File: src/sv/pcmmix_pkg.sv
`timescale 1ns / 1ps
// Shared types, codes and constants of the PCM playback mixer.
// No dependencies.
package pcmmix_pkg;

	localparam int NUM_CHANNELS_DEF  = 16;
	localparam int ROM_ADDR_BITS_DEF = 20;
	localparam int MIX_W             = 26;
	localparam int ACC_W             = 32;
	localparam int MUL_A_W           = 26;
	localparam int MUL_B_W           = 10;
	localparam int MUL_P_W           = MUL_A_W + MUL_B_W;
	localparam int CFG_ADDR_W        = 8;
	localparam int CFG_DATA_W        = 8;

	localparam logic [7:0] STATUS_READY = 8'h80;
	localparam logic [7:0] CMD_PAN_BASE = 8'h80;
	localparam logic [7:0] CMD_LIMIT    = 8'h90;
	localparam logic [5:0] PAN_CENTER   = 6'd32;
	localparam logic [15:0] PAN_BIAS    = 16'h0010;

	typedef enum logic [2:0] {
		OP_DATA_HI = 3'd0,
		OP_DATA_LO = 3'd1,
		OP_COMMAND = 3'd2,
		OP_TICK    = 3'd3,
		OP_ROM     = 3'd4,
		OP_STATUS  = 3'd5
	} op_t;

	typedef enum logic [2:0] {
		REG_BANK  = 3'd0,
		REG_START = 3'd1,
		REG_PITCH = 3'd2,
		REG_LOOP  = 3'd4,
		REG_END   = 3'd5,
		REG_VOL   = 3'd6
	} chan_reg_t;

	localparam logic [CFG_ADDR_W-1:0] CFG_VOLUME_SHIFT = 8'd0;
	localparam logic [CFG_ADDR_W-1:0] CFG_RATE_MODE    = 8'd1;

	localparam logic [8:0] PAN_GAIN [33] = '{
		9'd0,   9'd45,  9'd64,  9'd78,  9'd90,  9'd101, 9'd110, 9'd119,
		9'd128, 9'd135, 9'd143, 9'd150, 9'd156, 9'd163, 9'd169, 9'd175,
		9'd181, 9'd186, 9'd191, 9'd197, 9'd202, 9'd207, 9'd212, 9'd217,
		9'd221, 9'd226, 9'd230, 9'd235, 9'd239, 9'd243, 9'd247, 9'd251,
		9'd256
	};

	function automatic logic signed [MIX_W-1:0] sat_mix(input logic signed [ACC_W-1:0] v);
		logic signed [ACC_W-1:0] hi;
		logic signed [ACC_W-1:0] lo;
		hi = ACC_W'((64'sd1 <<< (MIX_W - 1)) - 64'sd1);
		lo = -ACC_W'(64'sd1 <<< (MIX_W - 1));
		if (v > hi)
			return hi[MIX_W-1:0];
		else if (v < lo)
			return lo[MIX_W-1:0];
		else
			return v[MIX_W-1:0];
	endfunction

endpackage

File: src/sv/pcmmix_mul.sv
`timescale 1ns / 1ps
// Shared signed multiplier with registered product.
// Depends on pcmmix_pkg.
module pcmmix_mul import pcmmix_pkg::*; (
	input  logic                      clk,
	input  logic signed [MUL_A_W-1:0] a,
	input  logic signed [MUL_B_W-1:0] b,
	output logic signed [MUL_P_W-1:0] p_s1
);
	always_ff @(posedge clk) begin
		p_s1 <= MUL_P_W'(a) * MUL_P_W'(b);
	end
endmodule
File: config.mk
export PLATFORM = sky130hd
export DESIGN_NAME = pcmmix_mul
export DESIGN_NICKNAME = d
export VERILOG_FILES = /design/src/sv/pcmmix_pkg.sv /design/src/sv/pcmmix_mul.sv
export SDC_FILE = /design/constraint.sdc
export NUM_CORES = 1
export LEC_CHECK = 0
export ABC_AREA = 0
export BUFFER_PORTS_ARGS = -buffer_cell sky130_fd_sc_hd__buf_2
export CORE_ASPECT_RATIO = 2
export CORE_MARGIN = 4
export CORE_UTILIZATION = 30
export CTS_CLUSTER_DIAMETER = 60
export DETAILED_ROUTE_END_ITERATION = 16
export HOLD_SLACK_MARGIN = 0.02
export PLACE_DENSITY = 0.57
export SYNTH_ARGS = -nofsm -noshare
export SYNTH_HDL_FRONTEND = slang
export SYNTH_SLANG_ARGS = --single-unit
File: constraint.sdc
create_clock -name clk -period 5.6 [get_ports clk]
set_clock_uncertainty 0.15 [all_clocks]
set_input_delay 0.56 -clock clk [delete_from_list [all_inputs] [get_ports clk]]
set_output_delay 0.56 -clock clk [all_outputs]
set_load 0.05 [all_outputs]
==> metrics.txt <==
status finished, final reports clean; Cells on Worst Hold Path 2; largest net degree at the start of global routing 27; Pins Over Slew Limit 0; min cycle time layout 5.38 ns; class of the worst hold path primary input to flop; first-pass GRT wire length 46100 um; critical path startpoint category primary input; GP Congestion between 0.8 and 0.9; Slew headroom between 60% and 70%; CTS tree done; core area 32200 um^2; multi-input logic area 8100 um^2; dpl hpwl ~26000 um; Fill cells roughly 3400; root buf cell clkbuf_16; Reg clk slew, reported paths 0.07 ns; Final Routed Wirelength 29200 um; CTS H-Tree Depth 2; register area share after synthesis 7.37%; cell area after synthesis around 10000 um^2; worst-margin pin slew 0.478 ns; Arrival @ worst endpoint 5.43 ns; Die X 136 um; Syn Inst Count 1090; critical path class primary input to flop; ranking of synthesized cells by area fa_1, ha_1, inv_1; Cell variety after synth between 40 and 50; post-route ant nets 0; #FFs+latches synth 36; Syn. warnings 0; FMAX approximately 190 MHz; Layout area overhead 21.7%; initial antenna violation count 0; maximum clock insertion buffer count 2; n_diodes 0; vias in the first global route 9048; WP data required between 5 and 6 ns; Post-CTS Hold Buffers 0; die height around 260 um; vias post-DR 7772; Hold Vio Cnt, Final 0; max-cap violation count 0; IO Pins 73; Period Utilization, post-route 96.2%; clk sinks 36; wire per inst 17.4 um; vias per std cell 4.62; first drt pass iteration count 5; layout cells sized above 1 20.2%; DP Worst Slack -0.204 ns; syn nets 1427; max reg flops 36; TritonCTS Buffers 5; post-synth top area share 44.9%; count of input and output buffers between 70 and 80; num rows slightly above 90; Yosys top cell by area fa_1; most common cell after layout, fill and taps aside inv_1; crit path max fanout 13; biggest regs p_s1 x36; Storage cell area 721 um^2; worst setup slack after layout 0.216 ns; most frequent cells in the layout inv_1, fa_1, nand2_1; CP Capture Type flop; die footprint 35700 um^2; Final setup viols 0; Final Net Count 1591; Remaining DRCs 0; gr ovfl total 0; Top reg by flops p_s1; Avg Cell Area, Syn 8.97 um^2; cell area after placement around 12000 um^2; initial core utilization slightly above 30%; total track usage ~17%; drt initial violations 228; final instance area 11900 um^2
[kinds of logic (layout without fill, tap and decap cells)]
logic type,after synthesis,in the layout,share of synthesized area [%]
compound gates,94,94,6.81
xor+xnor,40,40,3.58
flops,36,36,7.37
buf+inv,299,464,11.5
simple gates,321,321,15.5
fa+ha+maj,300,300,55.2
[per-stage QoR]
| stage | utilization (%) | hold WS (ns) | instances | setup TNS [ns] |
|---|---|---|---|---|
| 6_report | 36.9 | 0.455 | 1682 | 0 |
| 3_3_place_gp | 35.8 | 0.762 | 1672 | -2.04 |
| 4_1_cts | 36.2 | 0.444 | 1680 | 0 |
| 3_5_place_dp | 35.8 | 0.761 | 1672 | -2.00 |
| 2_1_floorplan | - | 0.532 | 1090 | -0.0187 |
| 5_1_grt | 36.9 | 0.458 | 1682 | -0.00627 |
[area by class of cell]
class                           instances  share of cell area [%]
Clock inverter                          3                   0.200
Tap cell                              427                    4.49
Clock buffer                            5                    1.05
Multi-Input combinational cell        755                    68.1
Sequential cell                        36                    6.06
Inverter                              242                    7.64
Timing Repair Buffer                  214                    12.5
[worst paths after layout]
check,start,end
max,b[2],p_s1[35]
min,a[0],p_s1[0]
[what timing repair did]
action                                  4_1_cts  5_1_grt
buffers inserted                              0        2
hold endpoints to repair                      0        0
gates resized for setup                       0       42
endpoints found under the setup margin        0       13
[critical path, stage by stage]
cell,delay (ns)
clkbuf_4,0.16
buf_12,0.14
nand2_1,0.07
fa_1,0.51
inv_1,0.05
fa_1,0.56
inv_1,0.08
fa_1,0.53
inv_1,0.05
fa_1,0.45
fa_1,0.50
ha_2,0.28
and3_1,0.17
a221oi_4,0.35
o211ai_4,0.15
a221oi_4,0.35
nand3b_4,0.12
a221oi_4,0.25
xnor2_1,0.10
[cell usage after synthesis, drive strengths merged]
cell type	instances
a2111oi	5
a211o	2
a21o	17
a21oi	32
a221oi	3
a311oi	1
a31o	1
a31oi	7
a41oi	3
and2	93
and3	6
and4	1
buf	5
clkbuf	52
dfxtp	36
fa	219
ha	81
inv	242
nand2	169
nand2b	6
nand3	2
nand3b	3
nand4	4
nor2	30
nor2b	4
nor3	2
nor4	1
o211ai	3
o21a	1
o21ai	15
o21ba	1
o21bai	1
o22ai	1
o41a	1
xnor2	29
xor2	11
[metal layers]
metal	wire, um	GRT usage [%]	vias up
li1	-	-	3548
met1	7680	12.7	3966
met2	18300	37.2	159
met3	376	0.956	99
met4	2810	13.3	0
met5	0	0	-
Power is not shown: default switching activity piles up to over one toggle a cycle in this logic, so the estimate is an artifact.
